[config.mk]
export PLATFORM = sky130hd
export DESIGN_NAME = lru_key_value_cache
export DESIGN_NICKNAME = d
export VERILOG_FILES = /design/src/sv/lkvc_pkg.sv /design/src/sv/lkvc_ctrl.sv /design/src/sv/lkvc_dp.sv /design/src/sv/lru_key_value_cache.sv
export SDC_FILE = /design/constraint.sdc
export NUM_CORES = 1
export LEC_CHECK = 0
export BUFFER_PORTS_ARGS = -buffer_cell sky130_fd_sc_hd__buf_2
export CAP_MARGIN = 20
export CORE_MARGIN = 4
export CORE_UTILIZATION = 40
export CTS_BUF_LIST = sky130_fd_sc_hd__clkbuf_16
export CTS_CLUSTER_DIAMETER = 50
export CTS_CLUSTER_SIZE = 10
export DETAILED_ROUTE_END_ITERATION = 6
export PLACE_DENSITY = 0.56
export SETUP_SLACK_MARGIN = 0.5
export SLEW_MARGIN = 15
export SYNTH_ARGS = -nofsm -noshare
export SYNTH_HDL_FRONTEND = slang
export SYNTH_SLANG_ARGS = --single-unit
[constraint.sdc]
create_clock -name clk -period 13.82 [get_ports clk]
set_clock_uncertainty 0.1 [all_clocks]
set_input_delay 1.382 -clock clk [delete_from_list [all_inputs] [get_ports clk]]
set_output_delay 1.382 -clock clk [all_outputs]
set_load 0.01 [all_outputs]
[src/sv/lkvc_pkg.sv]
// Shared types and constants for the LRU key/value cache.
`timescale 1ns / 1ps
`default_nettype none

package lkvc_pkg;

	// Request kinds
	localparam logic REQ_GET = 1'b0;
	localparam logic REQ_PUT = 1'b1;

	// Fixed read values
	localparam logic signed [31:0] READ_MISS = 32'hFFFF_FFFF;
	localparam logic signed [31:0] READ_PUT  = 32'h0000_0000;

	// Configuration register map
	localparam int          PADDR_W       = 3;
	localparam logic        ADDR_CAPACITY = 1'b0;  // word index, paddr[2]
	localparam logic [3:0]  CAPACITY_RST  = 4'd8;

	typedef struct packed {
		logic               req_type;
		logic signed [31:0] key;
		logic signed [31:0] value;
	} req_t;

	typedef struct packed {
		logic               hit;
		logic signed [31:0] read_value;
		logic               evicted;
	} rsp_t;

	// Sequencer commands to the datapath
	typedef struct packed {
		logic capture;
		logic compare;
		logic update;
		logic load;
	} cmd_t;

	// Datapath status back to the sequencer
	typedef struct packed {
		logic out_busy;
	} status_t;

endpackage

`default_nettype wire

[src/sv/lkvc_ctrl.sv]
// Sequencer for the LRU key/value cache: capture, compare, update, result.
`timescale 1ns / 1ps
`default_nettype none

module lkvc_ctrl
	import lkvc_pkg::*;
(
	input  wire logic    clk,
	input  wire logic    arst_n,
	input  wire logic    req_valid,
	output logic         req_stall,
	input  wire status_t status,
	output cmd_t         cmd
);

	typedef enum logic [1:0] {
		S_IDLE,
		S_MATCH,
		S_UPDATE,
		S_RESULT
	} state_t;

	state_t state_q;
	logic   stall_q;
	logic   compare_q;
	logic   update_q;

	// Capture and load are decided in the cycle they happen
	assign cmd.capture = (state_q == S_IDLE) && req_valid;
	assign cmd.compare = compare_q;
	assign cmd.update  = update_q;
	assign cmd.load    = (state_q == S_RESULT) && !status.out_busy;
	assign req_stall   = stall_q;

	// State and registered commands
	always_ff @(posedge clk or negedge arst_n) begin
		if (!arst_n) begin
			state_q   <= S_IDLE;
			stall_q   <= 1'b0;
			compare_q <= 1'b0;
			update_q  <= 1'b0;
		end else begin
			case (state_q)
				S_IDLE: begin
					if (req_valid) begin
						state_q   <= S_MATCH;
						stall_q   <= 1'b1;
						compare_q <= 1'b1;
					end
				end
				S_MATCH: begin
					state_q   <= S_UPDATE;
					compare_q <= 1'b0;
					update_q  <= 1'b1;
				end
				S_UPDATE: begin
					state_q  <= S_RESULT;
					update_q <= 1'b0;
				end
				S_RESULT: begin
					// hold while the previous result is still stalled
					if (!status.out_busy) begin
						state_q <= S_IDLE;
						stall_q <= 1'b0;
					end
				end
				default: begin
					state_q   <= S_IDLE;
					stall_q   <= 1'b0;
					compare_q <= 1'b0;
					update_q  <= 1'b0;
				end
			endcase
		end
	end

endmodule

`default_nettype wire

[src/sv/lkvc_dp.sv]
// Datapath for the LRU key/value cache: key CAM, ranks, value memory, result register.
`timescale 1ns / 1ps
`default_nettype none

module lkvc_dp
	import lkvc_pkg::*;
#(
	parameter int N = 8
) (
	input  wire logic       clk,
	input  wire logic       arst_n,
	input  wire cmd_t       cmd,
	output status_t         status,
	input  wire req_t       req,
	input  wire logic [3:0] capacity,
	output logic            rsp_valid,
	input  wire logic       rsp_stall,
	output rsp_t            rsp
);

	localparam int IW = (N > 1) ? $clog2(N) : 1;
	localparam int OW = $clog2(N + 1);
	localparam int EW = (OW > 4) ? OW : 4;

	req_t                  req_q;
	logic signed [31:0]    key_q [N];
	logic signed [31:0]    value_mem [N];
	logic [N-1:0]          valid_q;
	logic [IW-1:0]         rank_q [N];
	logic [OW-1:0]         occ_q;
	logic [N-1:0]          match_q;
	logic [N-1:0]          victim_q;
	logic signed [31:0]    rdata_q;
	logic                  evict_q;
	rsp_t                  out_q;
	logic                  out_valid_q;

	logic                  hit_any;
	logic [IW-1:0]         hit_idx;
	logic [IW-1:0]         old_rank;
	logic [EW-1:0]         cap_ext;
	logic [EW-1:0]         ecap;
	logic                  full;
	logic [N-1:0]          valid_nxt;
	logic [N-1:0]          free_oh;
	logic [IW-1:0]         free_idx;
	logic                  is_put;

	assign is_put          = (req_q.req_type == REQ_PUT);
	assign status.out_busy = out_valid_q && rsp_stall;
	assign rsp_valid       = out_valid_q;
	assign rsp             = out_q;

	// Effective capacity: zero reads as one, large values saturate
	always_comb begin
		cap_ext = EW'(capacity);
		if (cap_ext == '0) begin
			ecap = EW'(1);
		end else if (cap_ext > EW'(N)) begin
			ecap = EW'(N);
		end else begin
			ecap = cap_ext;
		end
	end

	// Hit slot, its rank, victim removal and the lowest free slot
	always_comb begin
		hit_any  = |match_q;
		hit_idx  = '0;
		old_rank = '0;
		free_idx = '0;
		for (int i = 0; i < N; i++) begin
			if (match_q[i]) begin
				hit_idx  = hit_idx | IW'(i);
				old_rank = old_rank | rank_q[i];
			end
		end
		full      = (EW'(occ_q) >= ecap);
		valid_nxt = valid_q & ~(full ? victim_q : '0);
		free_oh   = ~valid_nxt & (valid_nxt + N'(1));
		for (int i = 0; i < N; i++) begin
			if (free_oh[i]) begin
				free_idx = free_idx | IW'(i);
			end
		end
	end

	// Request capture, key compare, victim pick (highest rank is occ-1)
	always_ff @(posedge clk) begin
		if (cmd.capture) begin
			req_q <= req;
		end
		if (cmd.compare) begin
			for (int i = 0; i < N; i++) begin
				match_q[i]  <= valid_q[i] && (key_q[i] == req_q.key);
				victim_q[i] <= valid_q[i] && (OW'(rank_q[i]) == OW'(occ_q - 1'b1));
			end
		end
		if (cmd.update) begin
			evict_q <= is_put && !hit_any && full;
		end
	end

	// Keys are written only into the slot picked for a new entry
	always_ff @(posedge clk) begin
		if (cmd.update && is_put && !hit_any) begin
			for (int i = 0; i < N; i++) begin
				if (free_oh[i]) begin
					key_q[i] <= req_q.key;
				end
			end
		end
	end

	// Value memory: one write port, registered read at the hit slot
	always_ff @(posedge clk) begin
		if (cmd.update) begin
			rdata_q <= value_mem[hit_idx];
			if (is_put) begin
				value_mem[hit_any ? hit_idx : free_idx] <= req_q.value;
			end
		end
	end

	// Valid bits, recency ranks and occupancy
	always_ff @(posedge clk or negedge arst_n) begin
		if (!arst_n) begin
			valid_q <= '0;
			occ_q   <= '0;
			for (int i = 0; i < N; i++) begin
				rank_q[i] <= '0;
			end
		end else if (cmd.update) begin
			if (hit_any) begin
				// touch: entries newer than the hit age by one
				for (int i = 0; i < N; i++) begin
					if (match_q[i]) begin
						rank_q[i] <= '0;
					end else if (valid_q[i] && (rank_q[i] < old_rank)) begin
						rank_q[i] <= IW'(rank_q[i] + 1'b1);
					end
				end
			end else if (is_put) begin
				// insert as newest, after an optional eviction
				for (int i = 0; i < N; i++) begin
					if (free_oh[i]) begin
						rank_q[i] <= '0;
					end else if (valid_nxt[i]) begin
						rank_q[i] <= IW'(rank_q[i] + 1'b1);
					end
				end
				valid_q <= valid_nxt | free_oh;
				if (!full) begin
					occ_q <= OW'(occ_q + 1'b1);
				end
			end
		end
	end

	// Result register
	always_ff @(posedge clk) begin
		if (cmd.load) begin
			out_q.hit     <= hit_any;
			out_q.evicted <= evict_q;
			if (is_put) begin
				out_q.read_value <= READ_PUT;
			end else if (hit_any) begin
				out_q.read_value <= rdata_q;
			end else begin
				out_q.read_value <= READ_MISS;
			end
		end
	end

	always_ff @(posedge clk or negedge arst_n) begin
		if (!arst_n) begin
			out_valid_q <= 1'b0;
		end else if (cmd.load) begin
			out_valid_q <= 1'b1;
		end else if (!rsp_stall) begin
			out_valid_q <= 1'b0;
		end
	end

endmodule

`default_nettype wire

[src/sv/lru_key_value_cache.sv]
// Top level of the fully associative LRU key/value cache.
//
//  Port group   Dir   Handshake             Carries
//  req          in    req_valid/req_stall   req_type, key, value
//  rsp          out   rsp_valid/rsp_stall   hit, read_value, evicted
//  APB          in    psel/penable/pready   capacity register at 0x0
//
// Each request runs through capture, parallel key compare, state update
// with value memory access and result register load; the sequencer takes the
// next request in the cycle after the result is loaded.
// Reset clears valid bits, ranks and occupancy at once and sets capacity to 8.
// A stalled result waits in the output register while the next request runs;
// that request then holds in its load step until the result is taken.
`timescale 1ns / 1ps
`default_nettype none

module lru_key_value_cache
	import lkvc_pkg::*;
#(
	parameter int MAX_ENTRIES = 8
) (
	input  wire logic               clk,
	input  wire logic               arst_n,
	input  wire logic               req_valid,
	output logic                    req_stall,
	input  wire req_t               req,
	output logic                    rsp_valid,
	input  wire logic               rsp_stall,
	output rsp_t                    rsp,
	input  wire logic               psel,
	input  wire logic               penable,
	input  wire logic               pwrite,
	input  wire logic [PADDR_W-1:0] paddr,
	input  wire logic [31:0]        pwdata,
	output logic [31:0]             prdata,
	output logic                    pready
);

	cmd_t       cmd;
	status_t    status;
	logic [3:0] capacity_q;
	logic       cfg_wr;

	// Configuration register
	assign pready = 1'b1;
	assign cfg_wr = psel && penable && pwrite && pready;

	always_ff @(posedge clk or negedge arst_n) begin
		if (!arst_n) begin
			capacity_q <= CAPACITY_RST;
		end else if (cfg_wr && (paddr[2] == ADDR_CAPACITY)) begin
			capacity_q <= pwdata[3:0];
		end
	end

	assign prdata = (paddr[2] == ADDR_CAPACITY) ? {28'd0, capacity_q} : 32'd0;

	lkvc_ctrl u_ctrl (
		.clk       (clk),
		.arst_n    (arst_n),
		.req_valid (req_valid),
		.req_stall (req_stall),
		.status    (status),
		.cmd       (cmd)
	);

	lkvc_dp #(
		.N (MAX_ENTRIES)
	) u_dp (
		.clk       (clk),
		.arst_n    (arst_n),
		.cmd       (cmd),
		.status    (status),
		.req       (req),
		.capacity  (capacity_q),
		.rsp_valid (rsp_valid),
		.rsp_stall (rsp_stall),
		.rsp       (rsp)
	);

	// A taken request blocks the port until its result is loaded
	a_stall_after_accept: assert property (@(posedge clk) disable iff (!arst_n)
		(req_valid && !req_stall) |=> req_stall)
		else $error("request port open right after a request was taken");

	// A new result only appears out of a busy sequencer
	a_result_from_busy: assert property (@(posedge clk) disable iff (!arst_n)
		$rose(rsp_valid) |-> $past(req_stall))
		else $error("result appeared without a request in flight");

	// Eviction only happens on a put of a new key
	a_evict_is_put_miss: assert property (@(posedge clk) disable iff (!arst_n)
		(rsp_valid && rsp.evicted) |-> (!rsp.hit && (rsp.read_value == READ_PUT)))
		else $error("eviction reported on a hit or on a get");

endmodule

`default_nettype wire
Word level (Yosys, flattened, before mapping). Memories as Yosys holds them, arrays and structs flattened. A register that Yosys moved wholly into a read port is not among the register bits. Cells that the tools add are included.

Eq/ne operators: 30. Reductions and logical operators: 71. Bitwise operators: 15. Order comparisons: 10. Add/subtract/negate cells: 11. Muxes and demuxes: 120.

Operator list (count): $eq 32x32->1 (8); $mux 32 (8); $reduce_or 32->1 (7); $mux 3 (56); $mux 24 (2); $mux 1 (40); $reduce_and 4->1 (9); $logic_and 1x1->1 (34); $eq 3x4->1 (8); $add 3x1->3 const B (8); $lt 3x3->1 (8); $ne 3x2->1 const B (8); $reduce_bool 3->1 (8); $or 3x3->3 (7); $and 8x8->8 (2); $not 8->8 (2); $mux 2 (6); $mux 4 (3); $add 8x1->8 const B (1); $mux 8 (1); $or 8x8->8 (1); $pmux 2 s4 (1); $reduce_bool 2->1 (4); $reduce_or 8->1 (1); other kinds (15) (24).

Input bits: 107. Bits in writable memories: 512. Register bits after elaboration: 162. Logic and storage cells: 284. Memories: 2. Output and inout bits: 69.

Memories: u_dp.key_q (words 8, width 32, read ports 8, clocked after memory_dff 0, wr ports 1, RTL line lkvc_dp.sv:26) `logic signed [31:0] key_q [N];`; u_dp.value_mem (words 8, width 32, read ports 1, clocked after memory_dff 1, wr ports 1, RTL line lkvc_dp.sv:27) `logic signed [31:0] value_mem [N];`.

Logic depth before layout (Yosys ltp).
Depth after elaboration: 20. Depth in mapped cells: 12. Mapped depth without buffers: 11.

Cells and area by module. From an unflattened synthesis, not the netlist that was laid out.

Cells, all modules: 1699. Area total of the unflattened synthesis: 29070.4 um^2.

By module, submodules not included: lkvc_dp (area an instance 28295.9 um^2, instances 1, sequential area each 20744.9 um^2, cells each 1624); lru_key_value_cache (area an instance 430.4 um^2, instances 1, sequential area each 101.3 um^2, cells each 44); lkvc_ctrl (area an instance 344.1 um^2, instances 1, sequential area each 125.1 um^2, cells each 31).

Least setup slack after synthesis. Ideal clock, no wire load.

Path type: flip-flop to flip-flop. From: register u_dp.occ_q[0]. To: memory u_dp.value_mem[3][0] (enable). Path buffers: 1. Required time: 13.250 ns. Cell stages (with the launch flop): 11. Setup slack: 8.214 ns. Setup time: 0.470 ns. Period minus slack after synthesis: 5.606 ns. Arrival: 5.036 ns. Cell sequence: dfrtp_1 -> clkbuf_1 -> inv_1 -> ha_1 -> nand2b_4 -> a2111oi_4 -> o311ai_0 -> nand2b_1 -> nand4_1 -> o21ai_1 -> a211oi_1.

Longest elaborated chain between the ends: 14. Elaborated cells on any way between the ends: 15. Classes of those cells: add/sub (1); order compare (1); mux (9); bitwise (4).

Ends and longest elaborated chain: from (decl) (RTL line lkvc_dp.sv:30) `logic [OW-1:0] occ_q;`; from (signal assigned) (RTL line lkvc_dp.sv:154) `occ_q <= OW'(occ_q + 1'b1);`; $ge 4x4->1 (*) (RTL line lkvc_dp.sv:78) `full = (EW'(occ_q) >= ecap);`; $mux 8 (*) (RTL line lkvc_dp.sv:79) `valid_nxt = valid_q & ~(full ? victim_q : '0);`; $not 8->8 (*) (RTL line lkvc_dp.sv:79); $and 8x8->8 (*) (RTL line lkvc_dp.sv:79); $add 8x1->8 / $not 8->8 (equally long branches) (RTL line lkvc_dp.sv:80) `free_oh = ~valid_nxt & (valid_nxt + N'(1));`; $and 8x8->8 (*) (RTL line lkvc_dp.sv:80); $mux 1 (RTL line lkvc_dp.sv:82) `if (free_oh[i]) begin`; $mux 2 (2 in series) (RTL line lkvc_dp.sv:82); $mux 3 (3 in series) (RTL line lkvc_dp.sv:82); $mux 3 (*) (RTL line lkvc_dp.sv:82); $mux 3 (*) (RTL line lkvc_dp.sv:120) `value_mem[hit_any ? hit_idx : free_idx] <= req_q.value;`; to (decl) (RTL line lkvc_dp.sv:27).

Every way passes the cells marked *; elsewhere a longest branch is shown, timed or not.

Final worst setup path.
From: register u_dp.occ_q[0]. To: memory u_dp.value_mem[4][6] (enable).

Same word-level chain as after synthesis.

==> impl_metrics.env <==
export IMPL_p_seq_share_pct=46.1
export IMPL_worstPathRequired_ns=13.95
export IMPL_cts_buffers_inserted=90
export IMPL_syn_area_um2=28950
export IMPL_grt_usage_pct=16.33
export IMPL_vdd_drop_max_v=0.0001093
export IMPL_worst_path_max_delay_cell="and3b_2"
export IMPL_postCtsSetupRepairBufs=0
export IMPL_synthSimpleGateAreaFrac_pct=5.645
export IMPL_clk_path_buf_depth=3
export IMPL_crit_buf_inv=1
export IMPL_first_iter_violations=949
export IMPL_htree_levels=3
export IMPL_ctsResizeCount=0
export IMPL_crit_fanout=32
export IMPL_drive_above_1_share_pct=22.11
export IMPL_slew_viol_final=0
export IMPL_multi_input_area_um2=7589
export IMPL_cts_tree="done"
export IMPL_rows=98
export IMPL_outcome="completed"
export IMPL_synth_compound_area_share_pct=2.909
export IMPL_maxCapViolCount=0
export IMPL_synthMuxAreaShare_pct=6.747
export IMPL_area_growth_pct=15.86
export IMPL_post_dp_hpwl_mm=36.28
export IMPL_worst_path_largest_cell_delay_ns=1.02
export IMPL_grt_pass1_wl_mm=95.98
export IMPL_setup_violations=0
export IMPL_avgViaCountPerCell=5.184
export IMPL_final_nets=2018
export IMPL_antenna_left=0
export IMPL_period_minus_slack_ns=4.990
export IMPL_dr_pass1_iters=5
export IMPL_synth_top_family_by_area="XOR/XNOR gates"
export IMPL_crit_chain="inv_1 > ha_1 > nand2b_4 > a2111oi_4 > o31ai_1 > o2111ai_1 > nand4_1 > o21ai_1 > and3b_2"
export IMPL_synthDistinctLibCells=74
export IMPL_synth_xor_area_share_pct=8.623
export IMPL_avgSynthCellArea_um2=17.14
export IMPL_post_place_ws_ns=8.771
export IMPL_critPathArrivalTime_ns=5.12
export IMPL_leakage_uw=0.01115
export IMPL_core_um2=71610
export IMPL_clkPwrFrac_pct=33.2
export IMPL_maxSlewHeadroom_pct=27.18
export IMPL_seq_area_frac_synth_pct=72.44
export IMPL_layout_setup_ws_ns=8.830
export IMPL_start_util_pct=40.43
export IMPL_cts_hold_buffers=0
export IMPL_power_density_nw_per_um2=190.1
export IMPL_insertion_delay_ns=0.65
export IMPL_die_x_um=277.0
export IMPL_overflow=0
export IMPL_switching_share_pct=28.78
export IMPL_ys_flop_type="edfxtp_1"
export IMPL_stdcell_area_um2=33540
export IMPL_comb_power_share_pct=20.6
export IMPL_rsz0062_at_grt="false"
export IMPL_io_buffers=116
export IMPL_grt_pass1_vias=15490
export IMPL_ios=176
export IMPL_vias=14890
export IMPL_grt_max_degree=65
export IMPL_tightest_slew_ns=1.082
export IMPL_critPathLaunchType="flip-flop"
export IMPL_yosysWarningCount=0
export IMPL_critPathKind="flip-flop to flip-flop"
export IMPL_hold_path_class="flip-flop to flip-flop"
export IMPL_synth_edf_count=660
export IMPL_clk_pin_slew_worst_paths_ns=0.06
export IMPL_hold_viol=0
export IMPL_ff_latch_area_um2=20970
export IMPL_routed_wl_mm=63.01
export IMPL_p_int_uw=4541
export IMPL_synthArstFlopShare_pct=6.516
export IMPL_die_area_um2=76740
export IMPL_synth_adder_area_share_pct=1.470
export IMPL_fillers=6134
export IMPL_fmax_mhz=200.4
export IMPL_root_buffer="clkbuf_16"
export IMPL_globalplace_congestion=0.8096
export IMPL_period_share_pct=36.11
export IMPL_path_delay_family="compound AO/OA/AOI/OAI gates"
export IMPL_drc=0
export IMPL_antenna_found_initial=0
export IMPL_syn_inst=1689
export IMPL_finalSetupTns_ns=0
export IMPL_ys_ff_latch=706
export IMPL_wl_per_cell_um=21.94
export IMPL_critPathCaptureType="flip-flop"
export IMPL_cts_sinks=706
export IMPL_diodes=0
export IMPL_power_switching_uw=1835
export IMPL_dpl_cell_area_um2=30830
export IMPL_dieHeight_um=277.0
==> cells in the mapped netlist (9+ instances only) <==
cell type  instances  area [µm²]
nor2b_1           10       62.56
xnor2_1          236        2067
nor3_1            21       105.1
xor2_1            49       429.2
nand3_1           23       115.1
a22oi_1           12       90.09
nor4_1            29       181.4
nand4_1           58       362.9
buf_2             12       60.06
clkbuf_1          53       198.9
edfxtp_1         660       19820
buf_4             30       225.2
nand2_1           38       142.6
mux4_2            64        1441
inv_1             25       93.84
o21ai_0           22       110.1
o31ai_1            9       67.56
dfrtp_1           45        1126
mux2_2            41       461.7
nor2_1           100       375.4
ha_1              34       425.4
==> per-stage QoR <==
stage	util, %	cells	hold WS (ns)	power (µW)
3_5_place_dp	43.06	2735	0.3174	4320
5_1_grt	46.84	2872	0.3435	6715
4_1_cts	46.84	2872	0.3349	6464
3_3_place_gp	43.06	2735	0.3129	4277
6_report	46.84	2872	0.3287	6376
2_1_floorplan	-	1716	0.3003	3858
==> metal layers <==
metal	track usage (%)	routed length (µm)	up-vias
li1	-	-	6765
met1	21.57	27490	7690
met2	28.06	31520	341
met3	2.858	2754	93
met4	4.402	1255	0
met5	0	0	-
==> worst paths after layout <==
check | startpoint | to | slack, ns | cells after the start
worst max-delay path | u_dp.occ_q[0]$_DFFE_PN0P_ | u_dp.value_mem[4][6]$_DFFE_PP_ | 8.83 | 9
worst min-delay path | u_dp.evict_q$_DFFE_PP_ | u_dp.rsp[0]$_DFFE_PP_ | 0.33 | 0
worst max register to register | u_dp.occ_q[0]$_DFFE_PN0P_ | u_dp.value_mem[4][6]$_DFFE_PP_ | 8.83 | 9
worst min register to register | u_dp.evict_q$_DFFE_PP_ | u_dp.rsp[0]$_DFFE_PP_ | 0.33 | 0
max in group asynchronous | arst_n | u_ctrl.update_q$_DFFE_PN0P_ | 12.35 | 2
min in group asynchronous | arst_n | u_dp.rank_q[9]$_DFFE_PN0P_ | 0.79 | 2
==> cell type report <==
class | instances | area share (%)
Inverter | 26 | 0.2910
Tap cell | 950 | 3.544
Timing Repair Buffer | 170 | 2.940
Clock buffer | 90 | 6.715
Multi-Input combinational cell | 883 | 22.63
Sequential cell | 706 | 62.53
Clock inverter | 47 | 1.354
==> cells in the final DEF (no fill, tap or decap), types with 5 or more instances in the layout <==
| cell type | count |
|---|---|
| edfxtp_1 | 660 |
| nand4_1 | 58 |
| nor2_4 | 6 |
| nor3_1 | 17 |
| xor2_1 | 49 |
| o211ai_1 | 5 |
| o21ai_0 | 22 |
| a22oi_1 | 12 |
| mux2i_1 | 5 |
| clkbuf_16 | 90 |
| nor2_1 | 94 |
| nand3_1 | 23 |
| buf_2 | 116 |
| o31a_1 | 5 |
| inv_1 | 38 |
| mux4_2 | 64 |
| a21oi_1 | 6 |
| mux2_2 | 41 |
| nand2_1 | 38 |
| ha_1 | 34 |
| o21bai_1 | 5 |
| nor4_1 | 28 |
| conb_1 | 29 |
| xnor2_1 | 236 |
| clkinv_1 | 11 |
| buf_4 | 54 |
| nor2b_1 | 10 |
| a22o_1 | 5 |
| o31ai_1 | 9 |
| dfrtp_1 | 44 |
==> sequential cells by signal, indices dropped and copies added, names as in the netlist <==
name              count
u_dp.evict_q          1
u_ctrl.compare_q      1
u_dp.valid_q          8
u_dp.req_q           64
u_dp.rsp_valid        1
u_dp.key_q          256
u_dp.occ_q            4
u_dp.rsp             34
u_dp.rank_q          24
u_dp.value_mem      256
u_dp.match_q          8
u_dp.is_put           1
u_ctrl.state_q        2
capacity_q            4
u_ctrl.req_stall      1
u_ctrl.update_q       1
u_dp.victim_q         8
u_dp.rdata_q         32
==> cell families after synthesis <==
| family | after synthesis |
|---|---|
| other | 2 |
| flip-flops | 706 |
| AND/OR/NAND/NOR | 314 |
| AO/OA/AOI/OAI | 111 |
| multiplexers | 110 |
| buffers and inverters | 127 |
| XOR/XNOR | 285 |
| adder cells (fa/ha/maj) | 34 |
==> power by group through the flow <==
stage	clock network, µW	registers [µW]	logic (µW)
after floorplan	0	2940	917
after global placement	0	2960	1310
after detailed placement	0	2980	1340
final	2120	2940	1320
after global routing	2280	2970	1460
after CTS	2180	2940	1340
Power figures use the tool's default switching activity.
